### src/hdl/assert_macros.svh
// Assertion macros shared by the dimmer RTL.
`ifndef ASSERT_MACROS_SVH
`define ASSERT_MACROS_SVH

`ifndef ASSERT_OFF
`define ASSERT_HOLDS(lbl, clk, rst, prop, msg) \
  lbl: assert property (@(posedge clk) disable iff (rst) prop) else $error(msg);
`define ASSERT_NEVER(lbl, clk, rst, expr, msg) \
  `ASSERT_HOLDS(lbl, clk, rst, !(expr), msg)
`else
`define ASSERT_HOLDS(lbl, clk, rst, prop, msg)
`define ASSERT_NEVER(lbl, clk, rst, expr, msg)
`endif

`endif

### src/hdl/mpd_pkg.sv
// Types, codes and mode rules of the phase dimmer.
`default_nettype none
package mpd_pkg;

  localparam int CHANNELS = 12;
  localparam int CH_IW    = (CHANNELS > 1) ? $clog2(CHANNELS) : 1;
  localparam int KEY_W    = 4;

  typedef enum logic [1:0] {
    OP_BUS  = 2'd0,
    OP_ZERO = 2'd1,
    OP_TICK = 2'd2,
    OP_KEY  = 2'd3
  } op_t;

  localparam logic REG_BASE     = 1'b0;
  localparam logic REG_DEBOUNCE = 1'b1;

  localparam logic [7:0] FRAME_START     = 8'd250;
  localparam logic [7:0] BROADCAST_ADDR  = 8'd100;
  localparam logic [7:0] INTENSITY_LIMIT = 8'd40;
  localparam logic [7:0] PHASE_SPAN      = 8'd39;
  localparam logic [7:0] RELEASE_EARLY   = 8'd35;
  localparam logic [7:0] RELEASE_LATE    = 8'd74;
  localparam logic [7:0] GATED_LIMIT     = 8'd99;

  localparam logic [7:0] MODE_OFF       = 8'd80;
  localparam logic [7:0] MODE_ON        = 8'd90;
  localparam logic [7:0] MODE_MAX       = 8'd102;
  localparam logic [7:0] MODE_MEDIUM    = 8'd95;
  localparam logic [7:0] MODE_MINIMUM   = 8'd96;
  localparam logic [7:0] MODE_ALARM_ON  = 8'd140;
  localparam logic [7:0] MODE_ALARM_OFF = 8'd141;
  localparam logic [7:0] MODE_BLINK_HI0 = 8'd120;
  localparam logic [7:0] MODE_BLINK_LO0 = 8'd70;

  localparam logic [6:0] LEVEL_DARK   = 7'd95;
  localparam logic [6:0] LEVEL_FULL   = 7'd0;
  localparam logic [6:0] LEVEL_MEDIUM = 7'd17;
  localparam logic [6:0] LEVEL_MIN    = 7'd23;

  localparam logic [15:0] DEBOUNCE_RESET = 16'd755;
  localparam logic [7:0]  BASE_RESET     = 8'd81;

  typedef struct packed {
    op_t             op;
    logic [7:0]      rx_byte;
    logic [7:0]      phase;
    logic [KEY_W-1:0] key_index;
    logic            key_level;
  } item_t;

  typedef struct packed {
    logic                has_gate;
    logic                has_report;
    logic [CHANNELS-1:0] gates;
    logic [7:0]          addr;
    logic [7:0]          val;
  } result_t;

  typedef struct packed {
    logic [7:0] mode;
    logic [6:0] level;
    logic       lock;
    logic       unlock;
  } rule_t;

  function automatic rule_t apply_rules(logic [7:0] mode, logic [5:0] inten,
                                        logic [6:0] level, logic [7:0] cc);
    rule_t r;
    r.mode   = mode;
    r.level  = level;
    r.lock   = 1'b0;
    r.unlock = 1'b0;
    if (r.mode == MODE_OFF) r.level = LEVEL_DARK;
    if (r.mode == MODE_ON) begin
      if (inten == 6'd0) r.mode = MODE_MAX;
      else r.level = {1'b0, inten};
    end
    if (r.mode == MODE_MAX) r.level = LEVEL_FULL;
    if (r.mode == MODE_MEDIUM) r.level = LEVEL_MEDIUM;
    if (r.mode == MODE_MINIMUM) r.level = LEVEL_MIN;
    for (int k = 0; k < 4; k++) begin
      if (r.mode == MODE_BLINK_HI0 + 8'(k) || r.mode == MODE_BLINK_LO0 + 8'(k)) begin
        if (cc[7-k]) begin
          r.mode  = MODE_BLINK_HI0 + 8'(k);
          r.level = LEVEL_FULL;
        end else begin
          r.mode  = MODE_BLINK_LO0 + 8'(k);
          r.level = LEVEL_DARK;
        end
      end
    end
    if (r.mode == MODE_ALARM_ON) begin
      r.lock = 1'b1;
      r.mode = MODE_BLINK_HI0 + 8'd2;
    end
    if (r.mode == MODE_ALARM_OFF) begin
      r.unlock = 1'b1;
      r.mode   = MODE_ON;
    end
    return r;
  endfunction

endpackage
`default_nettype wire

### src/hdl/mpd_engine.sv
// Channel state, deframer, debounce and gate logic of the dimmer.
`default_nettype none
`include "assert_macros.svh"
module mpd_engine (
  input  wire logic             clk,
  input  wire logic             rst,
  input  wire logic             fire,
  input  wire mpd_pkg::item_t   item,
  input  wire logic [7:0]       module_base,
  input  wire logic [15:0]      debounce_count,
  output mpd_pkg::result_t      res
);

  localparam int CH = mpd_pkg::CHANNELS;
  localparam int IW = mpd_pkg::CH_IW;

  logic [5:0]  intensity [CH];
  logic [7:0]  mode [CH];
  logic [6:0]  fire_level [CH];
  logic [CH-1:0] gate_bits;
  logic [CH-1:0] key_stable;
  logic [15:0] debounce_counter [CH];
  logic        keys_enabled;
  logic [7:0]  crossing_count;
  logic [1:0]  frame_index;
  logic [7:0]  frame_bytes [2];

  logic [5:0]  intensity_next [CH];
  logic [7:0]  mode_next [CH];
  logic [6:0]  fire_level_next [CH];
  logic [CH-1:0] gate_bits_next;
  logic [CH-1:0] key_stable_next;
  logic [15:0] debounce_counter_next [CH];
  logic        keys_enabled_next;
  logic [7:0]  crossing_count_next;
  logic [1:0]  frame_index_next;
  logic [7:0]  frame_bytes_next [2];

  logic [7:0]  off;
  logic        off_ok;
  logic        bcast;
  logic        sum_ok;
  logic [IW-1:0] kidx;
  logic        key_ok;
  logic [15:0] dc_inc;
  logic        toggle;
  logic [7:0]  toggle_val;
  logic        release_tick;

  assign off    = frame_bytes[0] - module_base;
  assign off_ok = off < 8'(CH);
  assign bcast  = frame_bytes[0] == mpd_pkg::BROADCAST_ADDR;
  assign sum_ok = (frame_bytes[0] + frame_bytes[1]) == item.rx_byte;
  assign kidx   = item.key_index[IW-1:0];
  assign key_ok = keys_enabled &&
                  ({1'b0, item.key_index} < (mpd_pkg::KEY_W + 1)'(CH));
  assign dc_inc = debounce_counter[kidx] + 16'd1;
  assign toggle = key_ok && (item.key_level != key_stable[kidx]) &&
                  (dc_inc == debounce_count);
  assign toggle_val = (mode[kidx] == mpd_pkg::MODE_ON || mode[kidx] == mpd_pkg::MODE_MAX)
                      ? mpd_pkg::MODE_OFF : mpd_pkg::MODE_ON;
  assign release_tick = item.phase == mpd_pkg::RELEASE_EARLY ||
                        item.phase == mpd_pkg::RELEASE_LATE;

  always_comb begin
    mpd_pkg::rule_t r;
    logic [CH-1:0] g;
    g                   = gate_bits;
    intensity_next      = intensity;
    mode_next           = mode;
    fire_level_next     = fire_level;
    gate_bits_next      = gate_bits;
    key_stable_next     = key_stable;
    debounce_counter_next = debounce_counter;
    keys_enabled_next   = keys_enabled;
    crossing_count_next = crossing_count;
    frame_index_next    = frame_index;
    frame_bytes_next    = frame_bytes;
    unique case (item.op)
      mpd_pkg::OP_BUS: begin
        if (item.rx_byte == mpd_pkg::FRAME_START) begin
          frame_index_next = 2'd0;
        end else if (frame_index < 2'd2) begin
          frame_bytes_next[frame_index[0]] = item.rx_byte;
          frame_index_next = frame_index + 2'd1;
        end else begin
          frame_index_next = 2'd0;
          if (sum_ok) begin
            for (int c = 0; c < CH; c++) begin
              if ((off_ok && off[IW-1:0] == IW'(c)) || bcast) begin
                if (frame_bytes[1] < mpd_pkg::INTENSITY_LIMIT) begin
                  intensity_next[c] = frame_bytes[1][5:0];
                end else begin
                  mode_next[c] = frame_bytes[1];
                end
              end
            end
          end
        end
      end
      mpd_pkg::OP_ZERO: begin
        crossing_count_next = crossing_count + 8'd1;
      end
      mpd_pkg::OP_TICK: begin
        for (int c = 0; c < CH; c++) begin
          if (item.phase == {1'b0, fire_level[c]} ||
              item.phase == {1'b0, fire_level[c]} + mpd_pkg::PHASE_SPAN) begin
            g[c] = 1'b1;
          end
          if (release_tick && mode[c] < mpd_pkg::GATED_LIMIT) g[c] = 1'b0;
        end
        gate_bits_next = g;
      end
      mpd_pkg::OP_KEY: begin
        if (key_ok) begin
          if (item.key_level == key_stable[kidx]) begin
            debounce_counter_next[kidx] = 16'd0;
          end else if (toggle) begin
            debounce_counter_next[kidx] = 16'd0;
            key_stable_next[kidx]       = item.key_level;
            mode_next[kidx]             = toggle_val;
          end else begin
            debounce_counter_next[kidx] = dc_inc;
          end
        end
      end
      default: begin
      end
    endcase
    for (int c = 0; c < CH; c++) begin
      r = mpd_pkg::apply_rules(mode_next[c], intensity_next[c], fire_level_next[c],
                               crossing_count_next);
      mode_next[c]       = r.mode;
      fire_level_next[c] = r.level;
      if (r.lock) keys_enabled_next = 1'b0;
      if (r.unlock) keys_enabled_next = 1'b1;
    end
  end

  always_comb begin
    res.has_gate   = item.op == mpd_pkg::OP_TICK;
    res.has_report = (item.op == mpd_pkg::OP_KEY) && toggle;
    res.gates      = gate_bits_next;
    res.addr       = module_base + 8'(kidx);
    res.val        = toggle_val;
  end

  always_ff @(posedge clk) begin
    if (rst) begin
      for (int c = 0; c < CH; c++) begin
        intensity[c]        <= 6'd0;
        mode[c]             <= mpd_pkg::MODE_OFF;
        fire_level[c]       <= mpd_pkg::LEVEL_DARK;
        debounce_counter[c] <= 16'd0;
      end
      gate_bits      <= '0;
      key_stable     <= '0;
      keys_enabled   <= 1'b1;
      crossing_count <= 8'd0;
      frame_index    <= 2'd0;
    end else if (fire) begin
      intensity        <= intensity_next;
      mode             <= mode_next;
      fire_level       <= fire_level_next;
      debounce_counter <= debounce_counter_next;
      gate_bits        <= gate_bits_next;
      key_stable       <= key_stable_next;
      keys_enabled     <= keys_enabled_next;
      crossing_count   <= crossing_count_next;
      frame_index      <= frame_index_next;
    end
  end

  always_ff @(posedge clk) begin
    if (fire) frame_bytes <= frame_bytes_next;
  end

  `ASSERT_NEVER(a_frame_index_range, clk, rst, frame_index == 2'd3, "frame index out of range")
  `ASSERT_HOLDS(a_zero_keeps_gates, clk, rst, fire && item.op == mpd_pkg::OP_ZERO |=> $stable(gate_bits), "gates moved on a crossing")

endmodule
`default_nettype wire

### src/hdl/multichannel_phase_dimmer.sv
// Top level of the multichannel phase dimmer: config port, item and result buffers.
// The block takes one item per clock. An item passes an input register and is
// applied to the channel state when the engine fires it; a phase tick yields one gate beat
// and an accepted key change yields a four-beat report frame, drained one beat per
// cycle from the result buffer while the receiver is ready, so input stalls only while an earlier beat is still
// waiting (a gate beat held by the receiver or the rest of a report) and the next
// item has results of its own. Bytes other than frame starts fill
// a two-byte address/value store before the checksum byte completes a frame.
`default_nettype none
`include "assert_macros.svh"
module multichannel_phase_dimmer (
  input  wire logic                         clk,
  input  wire logic                         rst,
  input  wire logic                         psel,
  input  wire logic                         penable,
  input  wire logic                         pwrite,
  input  wire logic [2:0]                   paddr,
  input  wire logic [31:0]                  pwdata,
  output logic [31:0]                       prdata,
  output logic                              pready,
  input  wire logic                         in_valid,
  output logic                              in_ready,
  input  wire logic [1:0]                   operation,
  input  wire logic [7:0]                   rx_byte,
  input  wire logic [7:0]                   phase,
  input  wire logic [mpd_pkg::KEY_W-1:0]    key_index,
  input  wire logic                         key_level,
  output logic                              out_valid,
  input  wire logic                         out_ready,
  output logic                              kind,
  output logic [7:0]                        tx_byte,
  output logic                              last,
  output logic [mpd_pkg::CHANNELS-1:0]      gates
);

  logic [7:0]  module_base;
  logic [15:0] debounce_count;
  mpd_pkg::item_t   item;
  logic             item_valid;
  mpd_pkg::result_t res;
  logic             fire;
  logic             produces;
  logic             out_free;
  logic [2:0]       cnt;
  logic             rep_kind;
  logic [mpd_pkg::CHANNELS-1:0] rep_gates;
  logic [7:0]       rep_addr;
  logic [7:0]       rep_val;

  assign pready = 1'b1;

  always_ff @(posedge clk) begin
    if (rst) begin
      module_base    <= mpd_pkg::BASE_RESET;
      debounce_count <= mpd_pkg::DEBOUNCE_RESET;
    end else if (psel && penable && pwrite) begin
      unique case (paddr[2])
        mpd_pkg::REG_BASE:     module_base    <= pwdata[7:0];
        mpd_pkg::REG_DEBOUNCE: debounce_count <= pwdata[15:0];
        default: begin
        end
      endcase
    end
  end

  always_comb begin
    unique case (paddr[2])
      mpd_pkg::REG_BASE:     prdata = {24'd0, module_base};
      mpd_pkg::REG_DEBOUNCE: prdata = {16'd0, debounce_count};
      default:               prdata = 32'd0;
    endcase
  end

  assign produces = res.has_gate || res.has_report;
  assign out_free = (cnt == 3'd0) || (cnt == 3'd1 && out_ready);
  assign fire     = item_valid && (out_free || !produces);
  assign in_ready = !item_valid || fire;

  always_ff @(posedge clk) begin
    if (rst) begin
      item_valid <= 1'b0;
    end else if (in_ready) begin
      item_valid <= in_valid;
    end
  end

  always_ff @(posedge clk) begin
    if (in_ready && in_valid) begin
      item.op        <= mpd_pkg::op_t'(operation);
      item.rx_byte   <= rx_byte;
      item.phase     <= phase;
      item.key_index <= key_index;
      item.key_level <= key_level;
    end
  end

  mpd_engine u_engine (
    .clk            (clk),
    .rst            (rst),
    .fire           (fire),
    .item           (item),
    .module_base    (module_base),
    .debounce_count (debounce_count),
    .res            (res)
  );

  always_ff @(posedge clk) begin
    if (rst) begin
      cnt <= 3'd0;
    end else if (fire && produces) begin
      cnt <= res.has_gate ? 3'd1 : 3'd4;
    end else if (out_valid && out_ready) begin
      cnt <= cnt - 3'd1;
    end
  end

  always_ff @(posedge clk) begin
    if (fire && produces) begin
      rep_kind  <= res.has_report;
      rep_gates <= res.gates;
      rep_addr  <= res.addr;
      rep_val   <= res.val;
    end
  end

  assign out_valid = cnt != 3'd0;
  assign kind      = rep_kind;
  assign gates     = rep_kind ? '0 : rep_gates;
  assign last      = rep_kind && (cnt == 3'd1);

  always_comb begin
    tx_byte = 8'd0;
    if (rep_kind) begin
      case (cnt)
        3'd4:    tx_byte = mpd_pkg::FRAME_START;
        3'd3:    tx_byte = rep_addr;
        3'd2:    tx_byte = rep_val;
        3'd1:    tx_byte = rep_addr + rep_val;
        default: tx_byte = 8'd0;
      endcase
    end
  end

  `ASSERT_NEVER(a_cnt_range, clk, rst, cnt > 3'd4, "result count out of range")
  `ASSERT_HOLDS(a_gate_single, clk, rst, out_valid && !kind |-> cnt == 3'd1, "gate beat not single")
  `ASSERT_HOLDS(a_room, clk, rst, fire && produces |-> out_free, "results overwrite pending beats")
  `ASSERT_HOLDS(a_report_holds, clk, rst, out_valid && out_ready && cnt > 3'd1 |=> out_valid, "report frame cut short")

endmodule
`default_nettype wire

### config.mk
export PLATFORM = sky130hd
export DESIGN_NAME = multichannel_phase_dimmer
export DESIGN_NICKNAME = d
export VERILOG_FILES = /design/src/hdl/mpd_pkg.sv /design/src/hdl/mpd_engine.sv /design/src/hdl/multichannel_phase_dimmer.sv
export VERILOG_INCLUDE_DIRS = /design/src /design/src/hdl
export SDC_FILE = /design/constraint.sdc
export NUM_CORES = 2
export LEC_CHECK = 0
export ABC_CLOCK_PERIOD_IN_PS = 12960
export BUFFER_PORTS_ARGS = -buffer_cell sky130_fd_sc_hd__buf_2
export CAP_MARGIN = 10
export CORE_MARGIN = 5
export CORE_UTILIZATION = 61
export DETAILED_ROUTE_END_ITERATION = 10
export PLACE_DENSITY = 0.78
export SKIP_CTS_REPAIR_TIMING = 1
export SLEW_MARGIN = 20
export SYNTH_ARGS = -nofsm -noshare
export SYNTH_HDL_FRONTEND = slang
export SYNTH_SLANG_ARGS = --single-unit
### constraint.sdc
create_clock -name clk -period 12.96 [get_ports clk]
set_clock_uncertainty 0.1 [all_clocks]
set_input_delay 1.296 -clock clk [delete_from_list [all_inputs] [get_ports clk]]
set_output_delay 1.296 -clock clk [all_outputs]
set_load 0.01 [all_outputs]
# After elaboration in Yosys (flattened, before gate mapping)
# Index checks and enable logic that the tools add are counted.
classes:
  order_cmp: 22
  n_eq_ne: 232
  reduce_logical: 145
  n_mux: 325
  n_addsub: 20
  n_bitwise: 7
op_table:
  columns: ["op", "count"]
  rows:
  - ["$eq A8 B7 Y1 const B", 160]
  - ["$mux W15", 60]
  - ["$mux W96", 6]
  - ["$mux W8", 66]
  - ["$mux W7", 60]
  - ["$mux W192", 2]
  - ["$mux W72", 4]
  - ["$eq A8 B8 Y1 const B", 25]
  - ["$and A192 B192 Y192", 1]
  - ["$bwmux W192", 1]
  - ["$not A192 Y192", 1]
  - ["$pmux W96 S2", 1]
  - ["$mux W6", 24]
  - ["$eq A8 B8 Y1", 13]
  - ["$add A7 B6 Y8 const B", 12]
  - ["$bwmux W96", 1]
  - ["$eq A8 B7 Y1", 12]
  - ["$lt A8 B7 Y1 const B", 12]
  - ["$logic_or A1 B1 Y1", 78]
  - ["$mux W1", 74]
  - ["$logic_not A6 Y1", 12]
  - ["$bmux W16 S4", 1]
  - ["$demux W16 S4", 1]
  - ["$pmux W32 S2", 1]
  - ["59 further kinds", 123]
totals:
  register_bits: 575
  word_cells: 820

# Logic depth before layout (Yosys ltp)
depth:
  word_depth: 57
  ltp_mapped: 31
  ltp_nobuf: 25

# Modules after synthesis
# A second synthesis with hierarchy kept.
hier_totals:
  hier_cells: 5869
  area_unflattened_um2: 43360.3
by_module_without_submodules:
  columns: ["module", "n_inst", "area_each_um2", "cells_per_inst"]
  rows:
  - ["mpd_engine", 1, 39770.6, 5563]
  - ["multichannel_phase_dimmer", 1, 3589.7, 306]

# Worst setup path before layout
# No wires, ideal clock.
synth_path:
  kind: "register -> register"
  from: "register, netlist name item[1]"
  to: "register u_engine.keys_enabled"
  t_required_ns: 12.738
  n_path_buf: 4
  setup_slack_ns: 5.597
  stages_incl_launch_ff: 30
  arrival_time_ns: 7.141
  cell_sequence: "edfxtp_1 -> buf_6 -> buf_12 -> mux4_2 -> mux2i_1 -> o21a_2 -> inv_2 -> ha_1 -> inv_1 -> a221oi_1 -> a22oi_1 -> or3_4 -> nor3_2 -> xnor3_2 -> or4_4 -> buf_6 -> nor3_4 -> a32oi_2 -> or3_4 -> or4b_4 -> and2_4 -> o41a_1 -> or3_1 -> a41oi_2 -> a21bo_1 -> buf_6 -> nor4b_1 -> a41oi_1 -> mux2_1 -> o32a_1"
synth_via:
  elab_chain_cells: 53
  word_cells_on_any_way: 349
synth_lines:
  columns: ["item", "line_no", "text"]
  rows:
  - ["branches (longest 53 deep; another with $add A16 B1 Y16)", null, null]
  - ["end signal, assigned", "mpd_engine.sv:168", "keys_enabled <= keys_enabled_next;"]
  - ["end, declared", "mpd_engine.sv:23", "logic keys_enabled;"]
# Several ways; the timed one is not identified. The select of a mux whose other input is x is not followed.
# A chain may end at the register's enable or synchronous reset.

# Final worst setup path
layout_path:
  from: "register, netlist name item[2]"
  to: "register u_engine.keys_enabled"
layout_via:
  elab_chain_cells: 53
  word_cells_on_any_way: 349
layout_lines:
  columns: ["item"]
  rows:
  - ["branches (longest 53 deep; another with $add A16 B1 Y16)"]
# Several ways; the timed one is not identified. The select of a mux whose other input is x is not followed.

==> flow_summary.ini <==
[status]
status = completed

[worst_setup_path]
critPathMaxStageDelay_ps = 980
crit_family = simple AND/OR/NAND/NOR gates
path_buf_inv = 3
critPathRequiredTime_ps = 13440
cp.arrival_ps = 10680
crit_top_cell = nor4_1
crit_slowest_cell = o2111a_1
critPathCaptureType = register
cp-start-kind = register
cp_max_fo = 55
crit_type = reg2reg

[synth]
avgSynthCellArea_um2 = 7.55
synth_area_leader_cell = dfxtp_1
synth_top_family_by_area = compound AO/OA/AOI/OAI gates
synth_simple_gate_area_share_pct = 26.0
synth_compound_area_share_pct = 28.8
netlist_top_cells_area = dfxtp_1 (23%), nor2_1 (6.1%), a21oi_1 (6.1%)
synth-edff-count = 61
post_synth_most_frequent_cells = nor2_1 (718), nand2_1 (677), a21oi_1 (538)
yosysWarningCount = 0
synthArstFlopShare_pct = 0
synthAdderAreaFrac_pct = 1.39
synth_area_mm2 = 0.0439
yosys.area_share.xor_xnor_pct = 4.30
syn_inst = 5806
synth_seq_cells = 568
synthFlopType = dfxtp_1
synth_mux_area_share_pct = 7.07
ys_seq_area_share_pct = 27.3
ys_types = 153
synth_most_common_cell = nor2_1
yosysTopAreaCellShare_pct = 23.1

[place]
hpwl_um = 129000
placed_cells = 6572
routabilityCongestion = 1.09
io_buffers = 86

[sta]
rsz0062_at_grt = no
tightest_slew_ps = 1190
hold_slack_ps = 352
period_share_pct = 78.7
max_slew_margin_pct = 19.8
slew_viol_final = 0
hold_viol = 0
finalSetupTns_ps = 0
max_freq_ghz = 0.0980
period_minus_slack_ps = 10200
finalSetupViolCount = 0

[clocking]
h-tree-depth = 3
clock-sinks = 568
cts_inserted_buffers = 67
cts_buffer_depth = 3
clk_pin_slew_ps = 80
worstSkewPairLatency_ps = 680
clockRootBuffer = clkbuf_16
tritoncts = built

[floorplan]
pin_count = 122
die_area_mm2 = 0.0774
fp-row-count = 98
dieWidth_um = 278
die_y_um = 278
core_area_mm2 = 0.0714
start_util_pct = 61.5

[global_routing]
grt_pass1_wl_um = 273000
antenna_found_initial = 6
grtUsageTotal_pct = 44.7
grt_max_degree = 142
grt_pass1_vias = 44500
grt_overflow = 0

[pwr]
ir_drop_mv = 0.129
leakagePower_nw = 17.0
power_density_mw_per_mm2 = 109

[finish]
seq_area_mm2 = 0.0120
multi_input_area_mm2 = 0.0298
layout.filler_cells = 6192
fin_nets = 5804
synthToLayoutAreaGrowth_pct = 7.20
drive_gt1_share_pct = 10.3
fin_cells = 6694

[route]
viasPerCell = 7.31
ant_nets = 0
wl_per_cell_um = 27.5
drc = 0
drt-total-wl_um = 184000
vias = 48900
drt_iter0_markers = 7169
first_pass_iters = 6

[job]
maxCapViolations = 0

[worst_hold_path]
hold_path_class = reg2reg
## stage by stage
step           area [µm²]  util [%]  setup slack, ps  power [mW]
6_report            47000      65.9             2760        5.14
5_1_grt             47000      65.9             2510        5.29
4_1_cts             47000      65.8             3290        5.08
3_5_place_dp        44600      62.6             3330        3.08
3_3_place_gp        44600      62.5             3450        3.06
2_1_floorplan       43900         -             5600        2.76
## cell usage in the layout, fill, tap and decap left out, types with 46 or more instances in the layout
cell	n
nor4_1	70
nand2_1	677
a22oi_1	191
mux4_2	50
o21ai_0	341
and3_1	47
inv_1	97
clkbuf_16	67
nor3_1	156
xnor2_1	109
buf_4	112
buf_2	85
nor2_1	713
xor2_1	89
a31oi_1	83
o211ai_1	46
a211oi_1	53
a21o_1	54
and2_1	55
a21oi_1	534
nor2b_1	50
nand4_1	79
dfxtp_1	507
nand3_1	193
mux2i_1	134
edfxtp_1	61
## kinds of logic (layout without fill, tap and decap cells)
group / Yosys count / in the layout
mux: 224 / 224
other cells: 2 / 23
simple gates: 2360 / 2360
xor+xnor: 208 / 208
fa+ha+maj: 47 / 47
buf+inv: 504 / 421
compound gates: 1893 / 1893
flops: 568 / 568
## area by class of cell
| cell class | instances | share of cell area, % |
|---|---|---|
| Clock inverter | 34 | 1.14 |
| Tap cell | 950 | 2.53 |
| Multi-Input combinational cell | 4749 | 63.3 |
| Antenna cell | 6 | 0.0319 |
| Inverter | 105 | 0.838 |
| Timing Repair Buffer | 201 | 2.87 |
| Clock buffer | 81 | 3.78 |
| Sequential cell | 568 | 25.5 |
## state kept, by name (all words and copies together), names as in the netlist, 16 cells and up
| name | cells |
|---|---|
| debounce_count | 16 |
| item | 23 |
| u_engine.debounce_counter | 192 |
| u_engine.fire_level | 84 |
| u_engine.frame_bytes | 16 |
| u_engine.intensity | 72 |
| u_engine.mode | 96 |
## power breakdown
part	total, mW	leakage, nW	internal, mW	switching, mW
clock network	2.03	1.11	1.16	0.873
registers	1.93	4.67	1.84	0.0958
logic	1.17	11.2	0.388	0.784
total	5.14	17.0	3.38	1.75
## worst min-delay path, stage by stage, from the launching register on
cell and delay [ps]:
dfxtp_1 300, nand2_1 50, a21oi_1 50
## worst paths after layout
kind / start / slack (ps) / end / cells past startpoint
worst min register to register: u_engine.debounce_counter[125] / 350 / u_engine.debounce_counter[125] / 2
worst max register to register: item[2] / 2760 / u_engine.keys_enabled / 25
worst min-delay path: u_engine.debounce_counter[125] / 350 / u_engine.debounce_counter[125] / 2
worst max-delay path: item[2] / 2760 / u_engine.keys_enabled / 25
## routing by layer
layer	routed length (µm)	up-vias	track usage, %
li1	-	21400	-
met1	67900	23000	55.9
met4	15900	2	30.1
met3	23400	920	12.8
met5	19	-	0.183
met2	76700	3560	67.1
No activity file was read; power rests on OpenSTA's default activity.
